--- config.mk ---
export PLATFORM = sky130hd
export DESIGN_NAME = key_press_duration_classifier
export DESIGN_NICKNAME = d
export VERILOG_FILES = /design/src/rtl/kpdc_pkg.sv /design/src/rtl/key_press_duration_classifier.sv /design/src/rtl/kpdc_front.sv /design/src/rtl/kpdc_queue.sv /design/src/rtl/kpdc_back.sv
export SDC_FILE = /design/constraint.sdc
export NUM_CORES = 1
export LEC_CHECK = 0
export BUFFER_PORTS_ARGS = -buffer_cell sky130_fd_sc_hd__buf_2
export CAP_MARGIN = 20
export CORE_MARGIN = 1.5
export CORE_UTILIZATION = 50
export DETAILED_ROUTE_END_ITERATION = 8
export PLACE_DENSITY = 0.66
export SYNTH_ARGS = -nofsm -noshare
export SYNTH_HDL_FRONTEND = slang
export SYNTH_SLANG_ARGS = --single-unit
--- constraint.sdc ---
create_clock -name clk -period 8.39 [get_ports clk]
set_input_delay 1.678 -clock clk [delete_from_list [all_inputs] [get_ports clk]]
set_output_delay 1.678 -clock clk [all_outputs]
set_load 0.03 [all_outputs]
--- src/rtl/kpdc_pkg.sv ---
// Shared types, constants and codes of the key press duration classifier.
package kpdc_pkg;

	localparam int NUM_KEYS    = 5;
	localparam int NUM_COMBOS  = 2;
	localparam int TIMER_BITS  = 16;
	localparam int NUM_TIMERS  = NUM_KEYS + NUM_COMBOS;

	localparam int KEY_FIELD_W = 5;
	localparam int CFG_DATA_W  = 16;
	localparam int CFG_ADDR_W  = 2;
	localparam int CODE_W      = 3;

	localparam int KEY_IDX_W   = $clog2(KEY_FIELD_W);
	localparam int TMR_IDX_W   = (NUM_TIMERS > 1) ? $clog2(NUM_TIMERS) : 1;
	localparam int CMB_IDX_W   = (NUM_COMBOS > 1) ? $clog2(NUM_COMBOS) : 1;

	localparam int QDEPTH      = 4;
	localparam int QPTR_W      = $clog2(QDEPTH);

	localparam logic [KEY_FIELD_W-1:0] KEY_MASK = KEY_FIELD_W'((1 << NUM_KEYS) - 1);
	localparam logic [TIMER_BITS-1:0]  TIMER_MAX = {TIMER_BITS{1'b1}};

	localparam logic [TIMER_BITS-1:0] LONG_TICKS_RST  = TIMER_BITS'(2000);
	localparam logic [TIMER_BITS-1:0] VLONG_TICKS_RST = TIMER_BITS'(4000);
	localparam logic [KEY_FIELD_W-1:0] COMBO_A_RST    = KEY_FIELD_W'(3);
	localparam logic [KEY_FIELD_W-1:0] COMBO_B_RST    = KEY_FIELD_W'(5);

	typedef enum logic [CFG_ADDR_W-1:0] {
		REG_LONG_TICKS  = 2'd0,
		REG_VLONG_TICKS = 2'd1,
		REG_COMBO_A     = 2'd2,
		REG_COMBO_B     = 2'd3
	} reg_idx_t;

	typedef enum logic [CODE_W-1:0] {
		EV_LEAVE = 3'd0,
		EV_ENTER = 3'd1,
		EV_SHORT = 3'd2,
		EV_LONG  = 3'd3,
		EV_VLONG = 3'd4
	} ev_code_t;

	localparam logic CMD_SAMPLE = 1'b0;
	localparam logic CMD_TICK   = 1'b1;

	typedef struct packed {
		logic [TIMER_BITS-1:0]                   long_ticks;
		logic [TIMER_BITS-1:0]                   vlong_ticks;
		logic [NUM_COMBOS-1:0][KEY_FIELD_W-1:0]  combo;
	} cfg_t;

	// One classified input item as it waits in the queue.
	typedef struct packed {
		logic                   cmd;
		logic [KEY_FIELD_W-1:0] now;
		logic [KEY_FIELD_W-1:0] chg;
	} item_t;

endpackage

--- src/rtl/key_press_duration_classifier.sv ---
// Top level of the key press duration classifier: config registers and stream ports.
// Each input beat is a key sample (tuser 0) or a millisecond tick (tuser 1). Input beats are
// taken one per cycle while the four-entry item queue has room; the event sequencer behind it
// handles one item at a time and gives one or more result beats per item, the final one with
// tlast set (an item without events gives a single beat with tuser 0). The sequencer takes an
// item, then visits each key for a sample or each timer (five keys, two combos) for a tick,
// with an extra step for each timer that reaches long and very long on the same tick, and
// then closes the item; a stalled result channel holds it up. Configuration writes take
// effect at once and belong in idle periods.
module key_press_duration_classifier (
	input  logic                              clk,
	input  logic                              arst_n,
	input  logic                              cfg_we,
	input  logic [kpdc_pkg::CFG_ADDR_W-1:0]   cfg_addr,
	input  logic [kpdc_pkg::CFG_DATA_W-1:0]   cfg_wdata,
	input  logic                              s_axis_tvalid,
	output logic                              s_axis_tready,
	input  logic [7:0]                        s_axis_tdata,  // [4:0] key_state, [7:5] zero
	input  logic [0:0]                        s_axis_tuser,  // [0] command
	output logic                              m_axis_tvalid,
	input  logic                              m_axis_tready,
	output logic [7:0]                        m_axis_tdata,  // [2:0] event_code, [7:3] event_keys
	output logic [0:0]                        m_axis_tuser,  // [0] event_valid
	output logic                              m_axis_tlast
);
	import kpdc_pkg::*;

	cfg_t                   cfg_q;
	logic                   q_push;
	item_t                  q_in;
	logic                   q_full;
	logic                   q_pop;
	item_t                  q_out;
	logic                   q_empty;
	logic                   res_event;
	logic [CODE_W-1:0]      res_code;
	logic [KEY_FIELD_W-1:0] res_keys;

	always_ff @(posedge clk or negedge arst_n) begin
		if (!arst_n) begin
			cfg_q.long_ticks  <= LONG_TICKS_RST;
			cfg_q.vlong_ticks <= VLONG_TICKS_RST;
			cfg_q.combo[0]    <= COMBO_A_RST;
			cfg_q.combo[1]    <= COMBO_B_RST;
		end else if (cfg_we) begin
			unique case (reg_idx_t'(cfg_addr))
				REG_LONG_TICKS:  cfg_q.long_ticks  <= cfg_wdata[TIMER_BITS-1:0];
				REG_VLONG_TICKS: cfg_q.vlong_ticks <= cfg_wdata[TIMER_BITS-1:0];
				REG_COMBO_A:     cfg_q.combo[0]    <= cfg_wdata[KEY_FIELD_W-1:0];
				REG_COMBO_B:     cfg_q.combo[1]    <= cfg_wdata[KEY_FIELD_W-1:0];
			endcase
		end
	end

	kpdc_front u_front (
		.clk           (clk),
		.arst_n        (arst_n),
		.s_axis_tvalid (s_axis_tvalid),
		.s_axis_tready (s_axis_tready),
		.s_axis_tdata  (s_axis_tdata),
		.s_axis_tuser  (s_axis_tuser),
		.q_full        (q_full),
		.q_push        (q_push),
		.q_data        (q_in)
	);

	kpdc_queue u_queue (
		.clk       (clk),
		.arst_n    (arst_n),
		.push      (q_push),
		.push_data (q_in),
		.full      (q_full),
		.pop       (q_pop),
		.pop_data  (q_out),
		.empty     (q_empty)
	);

	kpdc_back u_back (
		.clk       (clk),
		.arst_n    (arst_n),
		.cfg       (cfg_q),
		.q_empty   (q_empty),
		.q_data    (q_out),
		.q_pop     (q_pop),
		.res_valid (m_axis_tvalid),
		.res_ready (m_axis_tready),
		.res_event (res_event),
		.res_code  (res_code),
		.res_keys  (res_keys),
		.res_last  (m_axis_tlast)
	);

	assign m_axis_tdata    = {res_keys, res_code};
	assign m_axis_tuser[0] = res_event;

endmodule

--- src/rtl/kpdc_front.sv ---
// Input side: takes beats, tracks the last key sample and works out changed keys.
module kpdc_front (
	input  logic                          clk,
	input  logic                          arst_n,
	input  logic                          s_axis_tvalid,
	output logic                          s_axis_tready,
	input  logic [7:0]                    s_axis_tdata,  // [4:0] key_state, rest zero
	input  logic [0:0]                    s_axis_tuser,  // [0] command
	input  logic                          q_full,
	output logic                          q_push,
	output kpdc_pkg::item_t               q_data
);
	import kpdc_pkg::*;

	logic [KEY_FIELD_W-1:0] prev_q;
	logic [KEY_FIELD_W-1:0] now;

	assign now           = s_axis_tdata[KEY_FIELD_W-1:0] & KEY_MASK;
	assign s_axis_tready = !q_full;
	assign q_push        = s_axis_tvalid && !q_full;

	always_comb begin
		q_data.cmd = s_axis_tuser[0];
		q_data.now = now;
		q_data.chg = (s_axis_tuser[0] == CMD_SAMPLE) ? (now ^ prev_q) : '0;
	end

	always_ff @(posedge clk or negedge arst_n) begin
		if (!arst_n) begin
			prev_q <= '0;
		end else if (q_push && s_axis_tuser[0] == CMD_SAMPLE) begin
			prev_q <= now;
		end
	end

endmodule

--- src/rtl/kpdc_queue.sv ---
// Small queue between the input side and the event sequencer.
module kpdc_queue (
	input  logic             clk,
	input  logic             arst_n,
	input  logic             push,
	input  kpdc_pkg::item_t  push_data,
	output logic             full,
	input  logic             pop,
	output kpdc_pkg::item_t  pop_data,
	output logic             empty
);
	import kpdc_pkg::*;

	item_t             mem_q [QDEPTH];
	logic [QPTR_W-1:0] wr_q;
	logic [QPTR_W-1:0] rd_q;
	logic [QPTR_W:0]   cnt_q;

	assign full     = (cnt_q == (QPTR_W+1)'(QDEPTH));
	assign empty    = (cnt_q == '0);
	assign pop_data = mem_q[rd_q];

	always_ff @(posedge clk) begin
		if (push) begin
			mem_q[wr_q] <= push_data;
		end
	end

	always_ff @(posedge clk or negedge arst_n) begin
		if (!arst_n) begin
			wr_q  <= '0;
			rd_q  <= '0;
			cnt_q <= '0;
		end else begin
			if (push) begin
				wr_q <= wr_q + 1'b1;
			end
			if (pop) begin
				rd_q <= rd_q + 1'b1;
			end
			if (push && !pop) begin
				cnt_q <= cnt_q + 1'b1;
			end else if (pop && !push) begin
				cnt_q <= cnt_q - 1'b1;
			end
		end
	end

endmodule

--- src/rtl/kpdc_back.sv ---
// Event sequencer: walks keys or timers of one item, holds timer state, drives results.
module kpdc_back (
	input  logic                          clk,
	input  logic                          arst_n,
	input  kpdc_pkg::cfg_t                cfg,
	input  logic                          q_empty,
	input  kpdc_pkg::item_t               q_data,
	output logic                          q_pop,
	output logic                          res_valid,
	input  logic                          res_ready,
	output logic                          res_event,
	output logic [kpdc_pkg::CODE_W-1:0]   res_code,
	output logic [kpdc_pkg::KEY_FIELD_W-1:0] res_keys,
	output logic                          res_last
);
	import kpdc_pkg::*;

	typedef enum logic [1:0] {
		ST_IDLE,
		ST_RUN,
		ST_DONE
	} state_t;

	state_t                 st_q;
	logic                   cmd_q;
	logic [KEY_FIELD_W-1:0] now_q;
	logic [KEY_FIELD_W-1:0] chg_q;
	logic [TMR_IDX_W-1:0]   idx_q;
	logic                   sub_q;

	logic [TIMER_BITS-1:0]  elapsed_q [NUM_TIMERS];
	logic [NUM_TIMERS-1:0]  long_on_q;
	logic [NUM_TIMERS-1:0]  vlong_on_q;

	// Held event: it goes out once the next one is found or the item closes.
	logic                   pend_valid_q;
	ev_code_t               pend_code_q;
	logic [KEY_FIELD_W-1:0] pend_keys_q;

	logic                   out_valid_q;
	logic                   out_event_q;
	ev_code_t               out_code_q;
	logic [KEY_FIELD_W-1:0] out_keys_q;
	logic                   out_last_q;

	logic [KEY_IDX_W-1:0]   key_idx;
	logic [KEY_FIELD_W-1:0] key_bit;
	logic [TMR_IDX_W-1:0]   cidx_full;
	logic [CMB_IDX_W-1:0]   cidx;
	logic [KEY_FIELD_W-1:0] tmr_keys;
	logic [KEY_FIELD_W-1:0] prev_keys;
	logic [NUM_COMBOS-1:0]  combo_match;
	logic [TIMER_BITS-1:0]  el_cur;
	logic [TIMER_BITS-1:0]  e_next;
	logic                   fire_l;
	logic                   fire_v;

	logic                   ev_fire;
	ev_code_t               ev_code;
	logic [KEY_FIELD_W-1:0] ev_keys;
	logic                   step_last;
	logic                   go_sub;
	logic [NUM_TIMERS-1:0]  long_nx;
	logic [NUM_TIMERS-1:0]  vlong_nx;
	logic                   el_we;
	logic [TIMER_BITS-1:0]  el_wdata;
	logic [NUM_COMBOS-1:0]  cmb_arm;

	logic                   out_free;
	logic                   adv;

	assign out_free  = !out_valid_q || res_ready;
	assign q_pop     = (st_q == ST_IDLE) && !q_empty;

	assign res_valid = out_valid_q;
	assign res_event = out_event_q;
	assign res_code  = out_code_q;
	assign res_keys  = out_keys_q;
	assign res_last  = out_last_q;

	always_comb begin
		key_idx   = idx_q[KEY_IDX_W-1:0];
		key_bit   = KEY_FIELD_W'(1) << key_idx;
		cidx_full = idx_q - TMR_IDX_W'(NUM_KEYS);
		cidx      = cidx_full[CMB_IDX_W-1:0];
		tmr_keys  = (idx_q < TMR_IDX_W'(NUM_KEYS)) ? key_bit : cfg.combo[cidx];
		prev_keys = now_q ^ chg_q;
		for (int c = 0; c < NUM_COMBOS; c++) begin
			combo_match[c] = (now_q == cfg.combo[c]);
		end
		el_cur = elapsed_q[idx_q];
		e_next = (el_cur == TIMER_MAX) ? el_cur : el_cur + TIMER_BITS'(1);
		fire_l = long_on_q[idx_q] && (e_next >= cfg.long_ticks);
		fire_v = vlong_on_q[idx_q] && (e_next >= cfg.vlong_ticks);

		ev_fire   = 1'b0;
		ev_code   = EV_LEAVE;
		ev_keys   = '0;
		step_last = 1'b0;
		go_sub    = 1'b0;
		long_nx   = long_on_q;
		vlong_nx  = vlong_on_q;
		el_we     = 1'b0;
		el_wdata  = e_next;
		cmb_arm   = '0;

		if (cmd_q == CMD_SAMPLE) begin
			step_last = (idx_q == TMR_IDX_W'(NUM_KEYS - 1));
			if (chg_q[key_idx]) begin
				ev_fire = 1'b1;
				if (now_q[key_idx]) begin
					ev_code = EV_ENTER;
					ev_keys = now_q;
					if (now_q == key_bit) begin
						el_we           = 1'b1;
						el_wdata        = '0;
						long_nx[idx_q]  = 1'b1;
						vlong_nx[idx_q] = 1'b1;
					end else begin
						// Multi-key press: drop the old keys, rearm matching combos.
						for (int i = 0; i < NUM_KEYS; i++) begin
							if (prev_keys[i]) begin
								long_nx[i]  = 1'b0;
								vlong_nx[i] = 1'b0;
							end
						end
						for (int c = 0; c < NUM_COMBOS; c++) begin
							long_nx[NUM_KEYS+c]  = combo_match[c];
							vlong_nx[NUM_KEYS+c] = combo_match[c];
						end
						cmb_arm = combo_match;
					end
				end else begin
					ev_code = long_on_q[idx_q] ? EV_SHORT : EV_LEAVE;
					ev_keys = chg_q;
					long_nx[idx_q]  = 1'b0;
					vlong_nx[idx_q] = 1'b0;
					for (int c = 0; c < NUM_COMBOS; c++) begin
						long_nx[NUM_KEYS+c]  = 1'b0;
						vlong_nx[NUM_KEYS+c] = 1'b0;
					end
				end
			end
		end else if (!sub_q) begin
			if (long_on_q[idx_q] || vlong_on_q[idx_q]) begin
				el_we   = 1'b1;
				ev_fire = fire_l || fire_v;
				ev_code = fire_l ? EV_LONG : EV_VLONG;
				ev_keys = tmr_keys;
				if (fire_l) begin
					long_nx[idx_q] = 1'b0;
				end
				if (fire_v) begin
					vlong_nx[idx_q] = 1'b0;
				end
				// Both expire on the same tick: very long follows in an extra sub step.
				go_sub = fire_l && fire_v;
			end
			step_last = !go_sub && (idx_q == TMR_IDX_W'(NUM_TIMERS - 1));
		end else begin
			ev_fire   = 1'b1;
			ev_code   = EV_VLONG;
			ev_keys   = tmr_keys;
			step_last = (idx_q == TMR_IDX_W'(NUM_TIMERS - 1));
		end

		unique case (st_q)
			ST_RUN:  adv = !(ev_fire && pend_valid_q) || out_free;
			ST_DONE: adv = out_free;
			default: adv = 1'b1;
		endcase
	end

	always_ff @(posedge clk or negedge arst_n) begin
		if (!arst_n) begin
			st_q         <= ST_IDLE;
			cmd_q        <= CMD_SAMPLE;
			now_q        <= '0;
			chg_q        <= '0;
			idx_q        <= '0;
			sub_q        <= 1'b0;
			long_on_q    <= '0;
			vlong_on_q   <= '0;
			for (int t = 0; t < NUM_TIMERS; t++) begin
				elapsed_q[t] <= '0;
			end
			pend_valid_q <= 1'b0;
			pend_code_q  <= EV_LEAVE;
			pend_keys_q  <= '0;
			out_valid_q  <= 1'b0;
			out_event_q  <= 1'b0;
			out_code_q   <= EV_LEAVE;
			out_keys_q   <= '0;
			out_last_q   <= 1'b0;
		end else begin
			if (out_valid_q && res_ready) begin
				out_valid_q <= 1'b0;
			end
			unique case (st_q)
				ST_IDLE: begin
					if (!q_empty) begin
						cmd_q <= q_data.cmd;
						now_q <= q_data.now;
						chg_q <= q_data.chg;
						idx_q <= '0;
						sub_q <= 1'b0;
						st_q  <= ST_RUN;
					end
				end
				ST_RUN: begin
					if (adv) begin
						long_on_q  <= long_nx;
						vlong_on_q <= vlong_nx;
						if (el_we) begin
							elapsed_q[idx_q] <= el_wdata;
						end
						for (int c = 0; c < NUM_COMBOS; c++) begin
							if (cmb_arm[c]) begin
								elapsed_q[NUM_KEYS+c] <= '0;
							end
						end
						if (ev_fire) begin
							if (pend_valid_q) begin
								out_valid_q <= 1'b1;
								out_event_q <= 1'b1;
								out_code_q  <= pend_code_q;
								out_keys_q  <= pend_keys_q;
								out_last_q  <= 1'b0;
							end
							pend_valid_q <= 1'b1;
							pend_code_q  <= ev_code;
							pend_keys_q  <= ev_keys;
						end
						if (step_last) begin
							sub_q <= 1'b0;
							st_q  <= ST_DONE;
						end else if (go_sub) begin
							sub_q <= 1'b1;
						end else begin
							sub_q <= 1'b0;
							idx_q <= idx_q + 1'b1;
						end
					end
				end
				ST_DONE: begin
					if (adv) begin
						out_valid_q  <= 1'b1;
						out_event_q  <= pend_valid_q;
						out_code_q   <= pend_valid_q ? pend_code_q : EV_LEAVE;
						out_keys_q   <= pend_valid_q ? pend_keys_q : '0;
						out_last_q   <= 1'b1;
						pend_valid_q <= 1'b0;
						st_q         <= ST_IDLE;
					end
				end
				default: st_q <= ST_IDLE;
			endcase
		end
	end

	a_no_pend_idle: assert property (@(posedge clk) disable iff (!arst_n)
		(st_q == ST_IDLE) |-> !pend_valid_q)
		else $error("held event left over between items");

	a_sub_tick_only: assert property (@(posedge clk) disable iff (!arst_n)
		sub_q |-> (cmd_q == CMD_TICK && st_q != ST_IDLE))
		else $error("second timer event phase outside a tick");

	a_close_last: assert property (@(posedge clk) disable iff (!arst_n)
		(st_q == ST_DONE && adv) |=> (out_valid_q && out_last_q))
		else $error("item closed without a last result");

	a_idx_range: assert property (@(posedge clk) disable iff (!arst_n)
		(st_q == ST_RUN) |-> (idx_q < TMR_IDX_W'(NUM_TIMERS)))
		else $error("timer index out of range");

	a_no_drop: assert property (@(posedge clk) disable iff (!arst_n)
		(out_valid_q && !res_ready) |=> out_valid_q)
		else $error("pending result dropped");

endmodule

==> flow_summary.toml <==
[status]
status = "finished, final reports clean"

[yosys]
synth_edf_count = 44
synth-seq-area-share_pct = 50.6
synth_flop_cell = "dfrtp_1"
yosysUniqueCellTypes = 84
synth_largest_area_cell = "dfrtp_1"
syn_area_sq_um = 13400
synthArstFlopShare_pct = 83.1
synth-seq-cells = 261
syn_nets = 1265
ys.warnings.count = 0
synth_most_common_cell = "dfrtp_1"
synthTopCellsByArea = "dfrtp_1 38%, edfxtp_1 9.9%, mux2_2 5.1%, ha_1 4.4%, mux4_2 3.5%"
synthTopCellsByCount = "201 x dfrtp_1, 113 x nand2_1, 80 x o21ai_0, 60 x mux2_2, 59 x nor2_1"
yosysTopAreaCellShare_pct = 37.6
syn_inst = 1185
syn_avg_cell_area_sq_um = 11.3

[worst_hold_path]
whs_path_depth = 2
hold_path.class = "register to register"
worstHoldStart = "u_back.elapsed_q[107]"
holdPathEnd = "u_back.elapsed_q[107]"

[grt]
grt-ovfl-total = 0
grt_pass1_wl_microns = 51500
grt_max_degree = 88
antenna_found_initial = 0
grt_pass1_vias = 9256
grtUsageTotal_pct = 23.3

[cts]
cts_made_buffers = 29
post_cts_buffers = 0
ctsHtreeMaxLevel = 1
cts_root_buf = "clkbuf_16"
clk_pin_slew_ps = 70
cts_buffer_depth = 3
cts_resized = 0
cts.sinks = 261
clock_latency_ps = 550
post_cts_hold_buffer_count = 0
cts_tree = "done"

[timing]
finalHoldViolCount = 0
setup_violations = 0
fin_hold_ws_ps = 471
slew_headroom_pct = 40.2
skew_ps = 17.1
timing.setup.tns_ps = 0
layout_min_cycle_time_ps = 6910
fmax_mhz = 145
drv_slew = 0
worst_pin_slew_ps = 896
finalCritPeriodShare_pct = 82.4
timing.final.ws_setup_ps = 1480
rsz0062_at_grt = "false"

[setup_path]
rr_endpoint = "u_back.elapsed_q[109]"
r2r-start = "u_back.idx_q[1]"
worstRegToRegCells = 20
r2r_slack_ps = 1480
crit_path_start_kind = "register"
critical_path_arrival_ps = 7340
critPathKind = "register to register"
critPathCaptureType = "register"
path_max_fanout = 21
worstPathRequired_ps = 8820

[floorplanning]
coreArea_sq_um = 26100
initial_core_util_pct = 51.2
fp.dieArea_sq_um = 27700
rows = 59
boundaryPins = 44
die_y_microns = 167
die_width_microns = 167

[power]
power_leakage_nw = 6.33
power_density_nw_per_um2 = 353
totalPowerFinal_mw = 5.25
vdd_drop_max_v = 0.000209

[final_layout]
stdcell_count = 1578
nets = 1301
diodes = 0
utilization_pct = 57.0
drive_gt1_share_pct = 20.3
fin_area_sq_um = 14900
area_growth_pct = 11.3

[run]
cap_viol_max_count = 0

[placed_design]
hpwl_microns = 20900
placed_cells = 1525
postPlaceCellArea_sq_um = 13900
gp_congestion = 0.864
portBuffers = 40
pre_cts_ws_ps = 1580

[route]
wl_per_cell_microns = 19.9
dr_total_vias = 9287
wirelength_microns = 31400
viasPerCell = 5.89
dr.pass1.iters = 5
ant_nets = 0
drt_iter0_drc = 622
drcViolationCount = 0
==> registers in the layout, indices dropped and copies added (netlist names), 2 cells and up <==
register,flops
u_queue.mem_q,44
u_queue.cnt_q,3
u_back.now_q,5
cfg_q,42
u_front.prev_q,5
u_queue.wr_q,2
u_back.chg_q,5
u_back.elapsed_q,112
u_back.vlong_on_q,7
u_back.res_keys,5
u_back.pend_code_q,3
u_back.long_on_q,7
u_back.pend_keys_q,5
u_back.res_code,3
u_queue.rd_q,2
u_back.idx_q,3
u_back.st_q,2
==> critical path, stage by stage, from the launching register on <==
cell	delay, ps
dfrtp_1	700
nor2b_1	490
buf_4	270
a22oi_1	100
a221o_1	350
nor4_1	420
nand3_2	230
nor3b_1	290
mux2_2	440
ha_1	310
a211oi_1	240
nor2_1	70
or3_1	340
a211oi_1	650
o221ai_1	280
a21oi_1	180
buf_4	260
nand3_1	530
buf_4	430
nand2_1	110
o21ai_1	70
==> cells in the final DEF (no fill, tap or decap), drive strengths merged, types with 4 or more instances in the layout <==
| master | count |
|---|---|
| o221ai | 8 |
| a2111oi | 4 |
| nand3b | 4 |
| dfstp | 16 |
| dfrtp | 201 |
| inv | 55 |
| nand4 | 9 |
| o21ai | 104 |
| and2 | 10 |
| mux2 | 60 |
| o21a | 9 |
| a21oi | 47 |
| or2 | 5 |
| o2bb2ai | 24 |
| a221oi | 4 |
| xnor2 | 25 |
| mux4 | 21 |
| and3 | 8 |
| buf | 67 |
| a211oi | 7 |
| nor2 | 59 |
| clkbuf | 43 |
| nand2 | 119 |
| nand2b | 12 |
| mux2i | 33 |
| a31oi | 8 |
| nor2b | 13 |
| o21bai | 4 |
| nor3b | 5 |
| nand3 | 27 |
| o211ai | 8 |
| clkinv | 8 |
| a22oi | 10 |
| xor2 | 12 |
| edfxtp | 44 |
| ha | 47 |
| a221o | 6 |
| a22o | 48 |
| nor3 | 20 |
==> power by group <==
group / internal, mW / switching (mW) / total, mW
combinational: 0.837 / 1.24 / 2.08
sequential: 1.60 / 0.251 / 1.85
clock: 0.810 / 0.515 / 1.32
total: 3.24 / 2.00 / 5.25
==> cell families (layout without fill, tap and decap cells) <==
family	after synthesis	in the layout	share of synthesized area [%]
xor gates and xnor gates	37	37	2.84
and+or+nand+nor	298	298	10.9
AOI/OAI and AO/OA	310	310	15.9
adders and majority gates	48	48	4.55
muxes	114	114	11.1
DFF	261	261	50.6
buffers and inverters	117	175	4.15
==> cell type report <==
| cell class | instances | area (sq um) |
|---|---|---|
| Fill cell | 2267 | 11200 |
| Sequential cell | 261 | 6770 |
| Multi-Input combinational cell | 807 | 6050 |
| Clock buffer | 43 | 911 |
| Tap cell | 335 | 419 |
| Timing Repair Buffer | 67 | 417 |
| Inverter | 55 | 206 |
| Clock inverter | 10 | 110 |
==> worst max-delay path by stage <==
stage                                from                     to  slack, ps  cells after the start
final                     u_back.idx_q[1]  u_back.elapsed_q[109]       1480                     20
after detailed placement  u_back.idx_q[1]  u_back.elapsed_q[108]       1580                     20
after CTS                 u_back.idx_q[1]  u_back.elapsed_q[109]       1520                     20
after floorplan           u_back.idx_q[0]   u_back.elapsed_q[36]       3410                     20
after global routing      u_back.idx_q[1]   u_back.elapsed_q[99]       1190                     20
after global placement    u_back.idx_q[1]   u_back.elapsed_q[99]       1670                     21
==> routing by layer <==
metal / wire (microns) / share of wire (%) / global-route usage, %
met1: 14800 / 47 / 34.0
met2: 14400 / 46 / 36.6
met3: 1710 / 5.4 / 3.61
met4: 481 / 1.5 / 5.93
met5: 0 / 0 / 0
No activity file was read; power rests on OpenSTA's default activity.
